==> src/hdl/gse_pkg.sv <==
// ----------------------------------------------------------------------------
// gse_pkg
// Shared constants and types for the glyph shadow expander.
// ----------------------------------------------------------------------------
package gse_pkg;

  localparam int GLYPH_ROWS = 15;   // bitmap rows per glyph, 2..15
  localparam int NUM_COLS   = 12;   // narrowed columns, last one always blank
  localparam int IN_W       = 16;
  localparam int NIB_W      = 4;
  localparam int ROW_W      = NUM_COLS * NIB_W;
  localparam int IDX_W      = 4;

  localparam logic [NIB_W-1:0] NIB_EMPTY  = 4'd0;
  localparam logic [NIB_W-1:0] NIB_GLYPH  = 4'd2;
  localparam logic [NIB_W-1:0] NIB_SHADOW = 4'd11;

  // per-row context handed to the shading logic
  typedef struct packed {
    logic first;        // first row of a glyph: row above is ignored
    logic diag_armed;   // diagonal flag carried from the previous row
  } shade_ctl_t;

endpackage

==> src/hdl/gse_row_shade.sv <==
// ----------------------------------------------------------------------------
// gse_row_shade
// Column narrowing and shadow rule for one glyph row, plus the shadow-only
// row that follows the last glyph row.
// ----------------------------------------------------------------------------
module gse_row_shade
  import gse_pkg::*;
(
  input  logic [IN_W-1:0]  glyph_row_i,
  input  logic [ROW_W-1:0] above_row_i,
  input  shade_ctl_t       ctl_i,
  output logic [ROW_W-1:0] row_pixels_o,
  output logic             diag_armed_o,
  output logic [ROW_W-1:0] extra_pixels_o
);

  logic [IN_W-1:0]     swapped;
  logic [NUM_COLS-1:0] cols;
  logic [NUM_COLS-1:0] left_glyph;

  // undo the byte swap; source column a sits at bit 15-a
  assign swapped = {glyph_row_i[7:0], glyph_row_i[15:8]};

  // 15 source columns to 11, column pairs ORed
  assign cols[0]  = swapped[15];
  assign cols[1]  = swapped[14] | swapped[13];
  assign cols[2]  = swapped[12];
  assign cols[3]  = swapped[11];
  assign cols[4]  = swapped[10] | swapped[9];
  assign cols[5]  = swapped[8];
  assign cols[6]  = swapped[7] | swapped[6];
  assign cols[7]  = swapped[5];
  assign cols[8]  = swapped[4];
  assign cols[9]  = swapped[3] | swapped[2];
  assign cols[10] = swapped[1];
  assign cols[11] = 1'b0;

  assign left_glyph = {cols[NUM_COLS-2:0], 1'b0};

  // glyph row: diagonal flag ripples left to right across empty cells
  always_comb begin
    logic [NIB_W-1:0] above;
    logic [NIB_W-1:0] nib;
    logic             armed;
    armed        = ctl_i.diag_armed & ~ctl_i.first;
    row_pixels_o = '0;
    for (int c = 0; c < NUM_COLS; c++) begin
      above = above_row_i[c*NIB_W +: NIB_W];
      nib   = NIB_EMPTY;
      if (cols[c]) begin
        nib = NIB_GLYPH;
      end else begin
        if (left_glyph[c]) nib = NIB_SHADOW;
        if (!ctl_i.first) begin
          if (c != 0 && above == NIB_SHADOW && armed) nib = NIB_SHADOW;
          if (above != NIB_EMPTY && above != NIB_SHADOW) begin
            nib   = NIB_SHADOW;
            armed = 1'b1;
          end else begin
            armed = 1'b0;
          end
        end
      end
      row_pixels_o[c*NIB_W +: NIB_W] = nib;
    end
    diag_armed_o = armed;
  end

  // shadow-only row below the last glyph row
  always_comb begin
    logic [NUM_COLS-1:0] glyph_above;
    logic [NUM_COLS-1:0] flag;
    logic [NIB_W-1:0]    above;
    for (int c = 0; c < NUM_COLS; c++) begin
      above          = above_row_i[c*NIB_W +: NIB_W];
      glyph_above[c] = (above != NIB_EMPTY) && (above != NIB_SHADOW);
    end
    flag           = {glyph_above[NUM_COLS-2:0], 1'b0};
    extra_pixels_o = '0;
    for (int c = 0; c < NUM_COLS; c++) begin
      above = above_row_i[c*NIB_W +: NIB_W];
      if (glyph_above[c] || (above == NIB_SHADOW && flag[c])) begin
        extra_pixels_o[c*NIB_W +: NIB_W] = NIB_SHADOW;
      end
    end
  end

endmodule

==> src/hdl/glyph_shadow_expander.sv <==
// ----------------------------------------------------------------------------
// glyph_shadow_expander
// Turns byte-swapped 1-bit glyph bitmap rows into 12-nibble pixel rows with
// a drop shadow, and appends one shadow-only row after each glyph.
// ----------------------------------------------------------------------------
//
//  channel  | signals                          | per transaction
//  ---------+----------------------------------+--------------------------------
//  in       | in_valid_i / in_ready_o          | glyph_row_i, one bitmap row
//  out      | out_valid_o / out_ready_i        | row_pixels_o, row_index_o, last_o
//
//  One input transaction per cycle is taken into an input register while
//  in_ready_o is high; the shading logic runs between that register and the
//  output register. Each glyph gives GLYPH_ROWS + 1 output transactions:
//  after the last bitmap row the output register loads the shadow-only row
//  before it takes the next bitmap row.
//  Reset clears the valid flags, row counter, row-above register and the
//  diagonal flag. A stalled output holds its data; the input register still
//  takes one more transaction while the output waits.
// ----------------------------------------------------------------------------
module glyph_shadow_expander
  import gse_pkg::*;
(
  input  logic             clk_i,
  input  logic             rst_ni,
  input  logic             in_valid_i,
  output logic             in_ready_o,
  input  logic [IN_W-1:0]  glyph_row_i,
  output logic             out_valid_o,
  input  logic             out_ready_i,
  output logic [ROW_W-1:0] row_pixels_o,
  output logic [IDX_W-1:0] row_index_o,
  output logic             last_o
);

  localparam logic [IDX_W-1:0] LastRow  = IDX_W'(GLYPH_ROWS - 1);
  localparam logic [IDX_W-1:0] ExtraIdx = IDX_W'(GLYPH_ROWS);

  // input stage
  logic            in_valid_q;
  logic [IN_W-1:0] in_row_q;

  // glyph state
  logic [ROW_W-1:0] prev_row_q;
  logic [IDX_W-1:0] row_count_q;
  logic             diag_q;
  logic             extra_pend_q;   // shadow-only row still owed

  // output stage
  logic             out_valid_q;
  logic [ROW_W-1:0] out_pixels_q;
  logic [IDX_W-1:0] out_index_q;
  logic             out_last_q;

  shade_ctl_t       ctl;
  logic [ROW_W-1:0] glyph_pixels;
  logic [ROW_W-1:0] extra_pixels;
  logic             diag_next;
  logic             out_load;
  logic             load_extra;
  logic             load_glyph;
  logic             is_last;

  assign ctl.first      = (row_count_q == '0);
  assign ctl.diag_armed = diag_q;

  gse_row_shade u_shade (
    .glyph_row_i    (in_row_q),
    .above_row_i    (prev_row_q),
    .ctl_i          (ctl),
    .row_pixels_o   (glyph_pixels),
    .diag_armed_o   (diag_next),
    .extra_pixels_o (extra_pixels)
  );

  // output register frees up when empty or being drained this cycle
  assign out_load   = !out_valid_q || out_ready_i;
  // the owed shadow row goes ahead of the next bitmap row
  assign load_extra = out_load && extra_pend_q;
  assign load_glyph = out_load && !extra_pend_q && in_valid_q;
  assign is_last    = (row_count_q >= LastRow);

  assign in_ready_o = !in_valid_q || load_glyph;

  always_ff @(posedge clk_i or negedge rst_ni) begin
    if (!rst_ni) begin
      in_valid_q <= 1'b0;
    end else if (in_ready_o) begin
      in_valid_q <= in_valid_i;
    end
  end

  always_ff @(posedge clk_i) begin
    if (in_ready_o && in_valid_i) in_row_q <= glyph_row_i;
  end

  always_ff @(posedge clk_i or negedge rst_ni) begin
    if (!rst_ni) begin
      prev_row_q   <= '0;
      row_count_q  <= '0;
      diag_q       <= 1'b0;
      extra_pend_q <= 1'b0;
      out_valid_q  <= 1'b0;
    end else begin
      if (load_extra) begin
        extra_pend_q <= 1'b0;
        out_valid_q  <= 1'b1;
      end else if (load_glyph) begin
        prev_row_q   <= glyph_pixels;
        out_valid_q  <= 1'b1;
        if (is_last) begin
          row_count_q  <= '0;
          diag_q       <= 1'b0;
          extra_pend_q <= 1'b1;
        end else begin
          row_count_q  <= row_count_q + 1'b1;
          diag_q       <= diag_next;
        end
      end else if (out_ready_i) begin
        out_valid_q <= 1'b0;
      end
    end
  end

  // output payload, no reset needed
  always_ff @(posedge clk_i) begin
    if (load_extra) begin
      out_pixels_q <= extra_pixels;
      out_index_q  <= ExtraIdx;
      out_last_q   <= 1'b1;
    end else if (load_glyph) begin
      out_pixels_q <= glyph_pixels;
      out_index_q  <= row_count_q;
      out_last_q   <= 1'b0;
    end
  end

  assign out_valid_o  = out_valid_q;
  assign row_pixels_o = out_pixels_q;
  assign row_index_o  = out_index_q;
  assign last_o       = out_last_q;

endmodule
==> config.mk <==
export PLATFORM = sky130hd
export DESIGN_NAME = glyph_shadow_expander
export DESIGN_NICKNAME = d
export VERILOG_FILES = /design/src/hdl/gse_pkg.sv /design/src/hdl/gse_row_shade.sv /design/src/hdl/glyph_shadow_expander.sv
export SDC_FILE = /design/constraint.sdc
export NUM_CORES = 1
export LEC_CHECK = 0
export BUFFER_PORTS_ARGS = -buffer_cell sky130_fd_sc_hd__buf_2
export CAP_MARGIN = 20
export CORE_ASPECT_RATIO = 2
export CORE_MARGIN = 1.5
export CORE_UTILIZATION = 41
export CTS_CLUSTER_SIZE = 20
export DETAILED_ROUTE_END_ITERATION = 10
export PLACE_DENSITY_LB_ADDON = 0.25
export SKIP_CTS_REPAIR_TIMING = 1
export SLEW_MARGIN = 10
export SYNTH_ARGS = -nofsm -noshare
export SYNTH_HDL_FRONTEND = slang
export SYNTH_SLANG_ARGS = --single-unit
==> constraint.sdc <==
create_clock -name clk_i -period 4.33 [get_ports clk_i]
set_clock_uncertainty 0.1 [all_clocks]
set_input_delay 0.866 -clock clk_i [delete_from_list [all_inputs] [get_ports clk_i]]
set_output_delay 0.866 -clock clk_i [all_outputs]
set_load 0.01 [all_outputs]
==> metrics, run 1 <==
largest net degree at the start of global routing 44; worst setup path start out_ready_i; beginning of the worst hold path last_o$_SDFFE_PP1P_; detail-routed net length per standard cell 15.8 um; Top delay family on crit path buffers and inverters; share of synthesized cell area in full adder, half adder and majority cells 0.0743; global routing met3 resource utilization 0.0345; synthesis-to-layout area growth 14.6%; largest voltage drop on the vdd net approximately 310 uV; starting density of the core 0.418; post-route antenna net violation count 0; FP Rows 50; xor-xnor portion of the synthesized cell area 0.00226; cell depth of the worst setup path 6; die outline width 71.7 um; count of distinct cell types in the synthesized netlist between 40 and 50; post-route setup slack 1.76 ns; final period utilization 0.594; DIE HEIGHT 140 um; maximum count of clock buffers along a single path 2; most utilized layer in the global route result met2; async set-or-reset flop fraction in the synthesized netlist 0.419; core region area 9260 um^2; overall power consumption 3.48 mW; library cell used as clock root buffer sky130_fd_sc_hd__clkbuf_16; wire length of the first global-routing pass between 10000 and 15000 um; origin of the critical flop-to-flop path row_count_q[0]$_DFFE_PN0P_; RSZ-0062 raised after global routing false; number of levels the H-tree was split into 3; crit path max-delay cell type sky130_fd_sc_hd__nand2_1; Combinational Power Share 0.413; count of buffer and inverter cells on the critical path 3; antenna violations before repair 0; share of synthesized cell area in and, or, nand and nor gates 0.132; GRT Resource Usage Total 0.175; die outline area 10100 um^2; total negative setup slack 0 ns; sequential share of the synthesized area 0.521; hold-critical path depth 2; number of buffers created by CTS 9; I/O pin count between 70 and 80; worst max-slew margin expressed relative to the limit 0.444; vias in the first global route around 2900; post-synthesis cell count 374; detailed-route vias per instance roughly 5.4; count of placed standard cells including taps 515; outcome complete, but fails checks; compound-cell area share of the yosys netlist 0.154; hold violation count in the final report 0; DRT Pass-1 Iters 8; violations in the final reports design-rule violations; PortBufs 61; Min Hold Slack between 0.3 and 0.4 ns; Synthesis Warnings 0; Congestion Overflow GR 0; fraction of synthesized area in multiplexers 0.0184; share of final-layout standard cells stronger than drive strength 1 0.211; Max-cap violations 0; HP Class flip-flop to flip-flop; DRC violation count after routing 4; mean instance size in the synthesized netlist around 10 um^2; number of clock sinks seen by CTS 74; startpoint kind of the worst setup timing path input port; power per cell area 785 nW/um^2; proportion of power drawn by the clock network 0.235; register bit count reported by yosys 74; via total after detailed routing roughly 2800; final setup violation count 0; HPWL after detailed placement 5840 um; met1 GRT Util 0.183; actual transition at the worst max-transition pin 0.834 ns; number of flops mapped to enable cells by yosys 38; number of antenna repair diodes 0; depth of the most critical reg-to-reg path 7; largest fanout of any net on the critical path 43; cell area after technology mapping 3870 um^2; crit-path most repeated cell sky130_fd_sc_hd__buf_4; data required time of the worst path around 4.3 ns; leading register cell type out of synthesis sky130_fd_sc_hd__edfxtp_1; DRT iter0 DRCs 182; crit path kind input port to flip-flop; later-pin clock latency in the skew report 0.33 ns; peak clock frequency supported by timing between 300 and 400 MHz; Util after Layout 0.479; placed standard-cell area 4110 um^2; CP cell instances buf_2 > nand2b_1 > nand3_1 > buf_4 > nand2_1 > buf_4; max incr delay on CP a little under 0.6 ns; net count of the finished layout 465; sequential fraction of design power 0.352; pre-CTS WS roughly 1.4 ns; post-layout instance count excluding filler cells 531; sort of element at the end of the critical path flip-flop; final weighted congestion in routability-driven placement 0.811; GRT met2 Usage 0.317; switching portion of total power 0.384; sum of routed wire length over all layers between 8000 and 9000 um; leakage roughly 2 nW; CTS tree done; clk slew on worst S/H paths 0.06 ns; Slew Viols, Final 0; net switching power of the design 1.34 mW; Final Instance Area between 4000 and 5000 um^2; Arrival @ worst endpoint 2.56 ns; main combinational cell family by area after synthesis compound AO/OA/AOI/OAI gates; post-route minimum period 2.57 ns; internal power 2.15 mW
[cell usage in the layout (no fill, tap or decap), types with 6 or more instances in the layout]
cell                         n
sky130_fd_sc_hd__ha_1       23
sky130_fd_sc_hd__clkbuf_16   9
sky130_fd_sc_hd__dfrtp_1    31
sky130_fd_sc_hd__nand2_1    41
sky130_fd_sc_hd__edfxtp_1   38
sky130_fd_sc_hd__inv_1      26
sky130_fd_sc_hd__mux2i_1     6
sky130_fd_sc_hd__a21oi_1    30
sky130_fd_sc_hd__conb_1     12
sky130_fd_sc_hd__buf_2      61
sky130_fd_sc_hd__o21ai_0    38
sky130_fd_sc_hd__nor3_1     11
sky130_fd_sc_hd__nor2_1     23
[registers in the layout, summed over array words and instances (netlist names)]
name / flops
prev_row_q: 23
row_pixels_o: 23
in_row_q: 15
row_count_q: 4
row_index_o: 4
diag_q: 1
extra_pend_q: 1
in_valid_q: 1
last_o: 1
out_valid_o: 1
[synth_stat cells, types with 2 or more instances]
| library cell | number | share of area |
|---|---|---|
| sky130_fd_sc_hd__o21ai_0 | 38 | 0.049 |
| sky130_fd_sc_hd__and3_1 | 3 | 0.0048 |
| sky130_fd_sc_hd__a31oi_1 | 5 | 0.0081 |
| sky130_fd_sc_hd__dfrtp_1 | 31 | 0.20 |
| sky130_fd_sc_hd__o31ai_1 | 5 | 0.0097 |
| sky130_fd_sc_hd__dfxtp_1 | 5 | 0.026 |
| sky130_fd_sc_hd__o211ai_1 | 2 | 0.0039 |
| sky130_fd_sc_hd__a22o_1 | 2 | 0.0045 |
| sky130_fd_sc_hd__buf_4 | 25 | 0.048 |
| sky130_fd_sc_hd__nor2b_1 | 2 | 0.0032 |
| sky130_fd_sc_hd__inv_1 | 26 | 0.025 |
| sky130_fd_sc_hd__nand3b_1 | 5 | 0.0097 |
| sky130_fd_sc_hd__o21a_1 | 2 | 0.0039 |
| sky130_fd_sc_hd__nand2b_1 | 4 | 0.0065 |
| sky130_fd_sc_hd__o21bai_1 | 3 | 0.0058 |
| sky130_fd_sc_hd__nand3_1 | 5 | 0.0065 |
| sky130_fd_sc_hd__nor2_1 | 23 | 0.022 |
| sky130_fd_sc_hd__mux2i_1 | 6 | 0.016 |
| sky130_fd_sc_hd__nand2_1 | 41 | 0.040 |
| sky130_fd_sc_hd__buf_6 | 4 | 0.012 |
| sky130_fd_sc_hd__a21oi_1 | 30 | 0.039 |
| sky130_fd_sc_hd__and2_1 | 3 | 0.0048 |
| sky130_fd_sc_hd__edfxtp_1 | 38 | 0.29 |
| sky130_fd_sc_hd__clkbuf_1 | 9 | 0.0087 |
| sky130_fd_sc_hd__nor3_1 | 11 | 0.014 |
| sky130_fd_sc_hd__buf_2 | 2 | 0.0026 |
| sky130_fd_sc_hd__ha_1 | 23 | 0.074 |
[metal layers]
layer,up-vias,share of wire
met5,-,0
met4,0,0.026
met3,15,0.034
met2,68,0.57
met1,1394,0.37
li1,1371,-
[power by group through the flow]
stage / Combinational (mW) / Sequential [mW] / Clock (mW)
6_report: 1.44 / 1.23 / 0.819
5_1_grt: 1.62 / 1.26 / 0.853
4_1_cts: 1.45 / 1.23 / 0.829
3_5_place_dp: 1.44 / 1.24 / 0
3_3_place_gp: 1.39 / 1.22 / 0
2_1_floorplan: 1.06 / 1.25 / 0
[cell type report]
| class | count | area [um^2] |
|---|---|---|
| fill | 886 | 4820 |
| clock buffer | 11 | 253 |
| clock inverter | 5 | 76.3 |
| sequential | 74 | 2020 |
| inverter | 26 | 97.6 |
| multi-input combinational | 245 | 1520 |
| timing repair buffer | 66 | 343 |
| tap | 104 | 130 |
[worst min-delay path: stages, from the launching register on]
cell and delay [ns]:
sky130_fd_sc_hd__dfxtp_1 0.31, sky130_fd_sc_hd__nand2_1 0.05, sky130_fd_sc_hd__nand2_1 0.04
[kinds of logic after synthesis]
| group | Yosys count |
|---|---|
| and+or+nand+nor | 105 |
| other | 1 |
| buffers and inverters | 66 |
| DFF | 74 |
| AOI/OAI and AO/OA | 97 |
| muxes | 7 |
| adders and majority gates | 23 |
| xor gates and xnor gates | 1 |
[worst paths after layout]
kind / to / slack [ns]
worst max register to register: row_pixels_o[33]$_DFFE_PP_ / 1.90
worst min-delay path: last_o$_SDFFE_PP1P_ / 0.34
min in group asynchronous: prev_row_q[27]$_DFFE_PN0P_ / 0.50
worst min register to register: last_o$_SDFFE_PP1P_ / 0.34
worst max-delay path: row_pixels_o[1]$_DFFE_PP_ / 1.76
max in group asynchronous: prev_row_q[17]$_DFFE_PN0P_ / 3.13
Power figures use the tool's default switching activity.
==> inputs of run 2 (changes only) <==
--- a/config.mk
+++ b/config.mk
@@ -5,6 +5,7 @@
 export SDC_FILE = /design/constraint.sdc
 export NUM_CORES = 1
 export LEC_CHECK = 0
+export ABC_AREA = 1
 export BUFFER_PORTS_ARGS = -buffer_cell sky130_fd_sc_hd__buf_2
 export CAP_MARGIN = 20
 export CORE_ASPECT_RATIO = 2
==> constraint.sdc (replaced) <==
create_clock -name clk_i -period 2.4 [get_ports clk_i]
set_clock_uncertainty 0.1 [all_clocks]
set_input_delay 0.48 -clock clk_i [delete_from_list [all_inputs] [get_ports clk_i]]
set_output_delay 0.48 -clock clk_i [all_outputs]
set_load 0.01 [all_outputs]
==> metrics, run 2 <==
outcome complete, but fails checks; violations in the final reports negative setup slack; number of flops mapped to enable cells by yosys 38 (unchanged); Congestion Overflow GR 0 (unchanged); post-synthesis cell count 424 (+13%); sort of element at the end of the critical path flip-flop; leading cell types by total area after synthesis sky130_fd_sc_hd__edfxtp_1, sky130_fd_sc_hd__dfrtp_1, sky130_fd_sc_hd__nand2_1; Final Instance Area 4710 um^2 (+6.2%); largest net degree at the start of global routing 48 (+9.1%); starting density of the core 0.425 (+0.00713); commonest non-fill, non-tap cell in the layout sky130_fd_sc_hd__nand2_1; hold violation count in the final report 0 (unchanged); later-pin clock latency in the skew report 0.34 ns (about the same); share of final-layout standard cells stronger than drive strength 1 0.280 (+0.0693); final setup violation count 8 (+8); via total after detailed routing 2957 (+3.8%); I/O pin count 75 (unchanged); DRT iter0 DRCs 181 (-0.55%); detail-routed net length per standard cell 12.6 um (-20%); die outline width 71.4 um (-0.48%); Min Hold Slack 0.116 ns (-0.225 ns); peak clock frequency supported by timing 397 MHz; proportion of netlist area held by the largest area contributor 0.298 (+0.00298); DRC violation count after routing 0 (-4); number of antenna repair diodes 0 (unchanged); HPWL after detailed placement 5600 um (-4.2%); dominant cell by count in the synthesized netlist sky130_fd_sc_hd__nand2_1; post-layout instance count excluding filler cells 609 (+15%); final weighted congestion in routability-driven placement 0.815 (+0.48%); top cells by count, synth sky130_fd_sc_hd__nand2_1, sky130_fd_sc_hd__inv_1, sky130_fd_sc_hd__o21ai_0; global routing met3 resource utilization 0.0326 (-0.00195); number of buffers created by CTS 9 (unchanged); leading register cell type out of synthesis sky130_fd_sc_hd__edfxtp_1; HP Class input port to async pin; mean instance size in the synthesized netlist 9.04 um^2 (-13%); number of levels the H-tree was split into 3 (unchanged); depth of the most critical reg-to-reg path 23 (+16); final period utilization 1.05; leakage 2.31 nW (+17%); cell area after technology mapping 3830 um^2 (-1.0%); sequential share of the synthesized area 0.526 (+0.00527); maximum count of clock buffers along a single path 2 (unchanged); count of buffer and inverter cells on the critical path 1 (-2); crit path max-delay cell type sky130_fd_sc_hd__dfrtp_1; Slew Viols, Final 0 (unchanged); met1 GRT Util 0.174 (-0.00865); Synthesis Warnings 0 (unchanged); wire length of the first global-routing pass 12600 um (-7.0%); DRT Pass-1 Iters 4 (-4); Top delay family on crit path simple AND/OR/NAND/NOR gates; origin of the critical flop-to-flop path row_count_q[3]$_DFFE_PN0P_; PortBufs 61 (unchanged); placed standard-cell area 4270 um^2 (+4.0%); reg2reg setup slack -0.12 ns (-2.02 ns); sum of routed wire length over all layers 7680 um (-8.5%); GRT Resource Usage Total 0.164 (-0.0115); library cell used as clock root buffer sky130_fd_sc_hd__clkbuf_16; async set-or-reset flop fraction in the synthesized netlist 0.419 (unchanged); count of placed standard cells including taps 586 (+14%); data required time of the worst path 2.39 ns (-1.93 ns); post-route setup slack -0.120 ns (-1.88 ns); cell type with the highest aggregate area in the netlist sky130_fd_sc_hd__edfxtp_1; worst max-slew margin expressed relative to the limit 0.481 (+0.0368); clk slew on worst S/H paths 0.06 ns (about the same); number of clock sinks seen by CTS 74 (unchanged); FILL cells 826 (-6.8%); most utilized layer in the global route result met2; synthesis-to-layout area growth 23.0%; Crit Reg-Reg Endpoint row_pixels_o[43]$_DFFE_PP_; DIE HEIGHT 140 um (-0.49%); startpoint kind of the worst setup timing path flip-flop; largest fanout of any net on the critical path 6 (-86%); detailed-route vias per instance 4.86 (-9.5%); power per cell area 1440 nW/um^2 (+83%); total negative setup slack -0.538 ns (-0.538 ns); Max-cap violations 0 (unchanged); largest voltage drop on the vdd net 657 uV (+110%); count of distinct cell types in the synthesized netlist 27 (-44%); Arrival @ worst endpoint 2.51 ns (-0.05 ns); CP cell instances nor2_2 > nand2_4 > buf_12 > nand3_4 > nand3_4 > nand3_2 > nand3_2 > nand3_2 > nand3_2 > nand2_2 > nand2_2 > nand2_2 > nand2_2 > nand2_2 > nand2_2 > nand3_2 > nand2_1 > nand2_1 > nand2_1 > nand2_2 > nand2_1 > nand3_1 > nand2_1; highest-count cells in the layout ignoring fill and taps sky130_fd_sc_hd__nand2_1, sky130_fd_sc_hd__buf_2, sky130_fd_sc_hd__inv_1; post-route minimum period ~2.5 ns; post-route antenna net violation count 0 (unchanged); crit-path most repeated cell sky130_fd_sc_hd__nand2_2; crit path kind flip-flop to flip-flop; antenna violations before repair 0 (unchanged); vias in the first global route 2755 (-4.0%); die outline area 9970 um^2 (-0.97%); Util after Layout 0.523 (+0.0435); net count of the finished layout 545 (+17%); core region area 9010 um^2 (-2.7%); GRT met2 Usage 0.295 (-0.0219); actual transition at the worst max-transition pin 0.779 ns (-0.0552 ns); register bit count reported by yosys 74 (unchanged); max incr delay on CP 0.39 ns (-0.19 ns); CTS tree done; RSZ-0062 raised after global routing true; FP Rows 49 (-2.0%)
==> run 2: kinds of logic (layout without fill, tap and decap cells) <==
family | count (synthesis) | in the layout | share of synthesized area
buf+inv | 90 | 162 | 0.115
flops | 74 | 74 | 0.526
compound gates | 67 | 67 | 0.0898
other cells | 1 | 12 | 0.000978
fa+ha+maj | 23 | 23 | 0.0751
simple gates | 169 | 169 | 0.193
==> run 2: worst register-to-register path, cell delays in order (launching register included) <==
cell and delay (ns):
sky130_fd_sc_hd__dfrtp_1 0.39, sky130_fd_sc_hd__nor2_2 0.19, sky130_fd_sc_hd__nand2_4 0.09, sky130_fd_sc_hd__buf_12 0.14, sky130_fd_sc_hd__nand3_4 0.09, sky130_fd_sc_hd__nand3_4 0.08, sky130_fd_sc_hd__nand3_2 0.08, sky130_fd_sc_hd__nand3_2 0.09
sky130_fd_sc_hd__nand3_2 0.08, sky130_fd_sc_hd__nand3_2 0.06, sky130_fd_sc_hd__nand2_2 0.08, sky130_fd_sc_hd__nand2_2 0.06, sky130_fd_sc_hd__nand2_2 0.06, sky130_fd_sc_hd__nand2_2 0.05, sky130_fd_sc_hd__nand2_2 0.09, sky130_fd_sc_hd__nand2_2 0.07
sky130_fd_sc_hd__nand3_2 0.06, sky130_fd_sc_hd__nand2_1 0.05, sky130_fd_sc_hd__nand2_1 0.05, sky130_fd_sc_hd__nand2_1 0.06, sky130_fd_sc_hd__nand2_2 0.07, sky130_fd_sc_hd__nand2_1 0.07, sky130_fd_sc_hd__nand3_1 0.07, sky130_fd_sc_hd__nand2_1 0.05
==> run 2: routing by layer <==
layer | wire (um) | vias to the layer above
met3 | 301 | 15
met4 | 210 | 0
met2 | 4240 | 74
li1 | - | 1483
met5 | 0 | -
met1 | 2930 | 1385
==> run 2: worst max-delay path by stage <==
stage	to	slack (ns)	depth (start not counted)	startpoint
3_5_place_dp	row_pixels_o[41]$_DFFE_PP_	-0.14	24	row_count_q[0]$_DFFE_PN0P_
2_1_floorplan	row_pixels_o[41]$_DFFE_PP_	0.06	24	row_count_q[0]$_DFFE_PN0P_
4_1_cts	row_pixels_o[41]$_DFFE_PP_	-0.16	23	row_count_q[0]$_DFFE_PN0P_
6_report	row_pixels_o[43]$_DFFE_PP_	-0.12	23	row_count_q[3]$_DFFE_PN0P_
3_3_place_gp	row_pixels_o[41]$_DFFE_PP_	-0.09	24	row_count_q[0]$_DFFE_PN0P_
5_1_grt	row_pixels_o[43]$_DFFE_PP_	-0.28	24	row_count_q[1]$_DFFE_PN0P_
==> run 2: area by class of cell <==
type,count,area (um^2),area share
multi-input combinational,271,1490,0.315
clock inverter,4,48.8,0.0104
tap,102,128,0.0271
inverter,54,203,0.0430
sequential,74,2020,0.428
timing repair buffer,92,563,0.119
clock buffer,12,268,0.0568
==> run 2: through the flow <==
stage          power [mW]  setup slack (ns)
6_report             6.77            -0.120
5_1_grt              7.34            -0.283
4_1_cts              6.66            -0.163
3_5_place_dp         5.24            -0.140
3_3_place_gp         5.16           -0.0873
2_1_floorplan        4.26            0.0598
==> run 2: power by group <==
| group | total (mW) | switching (mW) | internal (mW) | leakage [nW] |
|---|---|---|---|---|
| logic | 3.11 | 1.82 | 1.29 | 1.38 |
| clock network | 1.39 | 0.496 | 0.894 | 0.158 |
| registers | 2.27 | 0.279 | 1.99 | 0.772 |
| total | 6.77 | 2.60 | 4.17 | 2.31 |
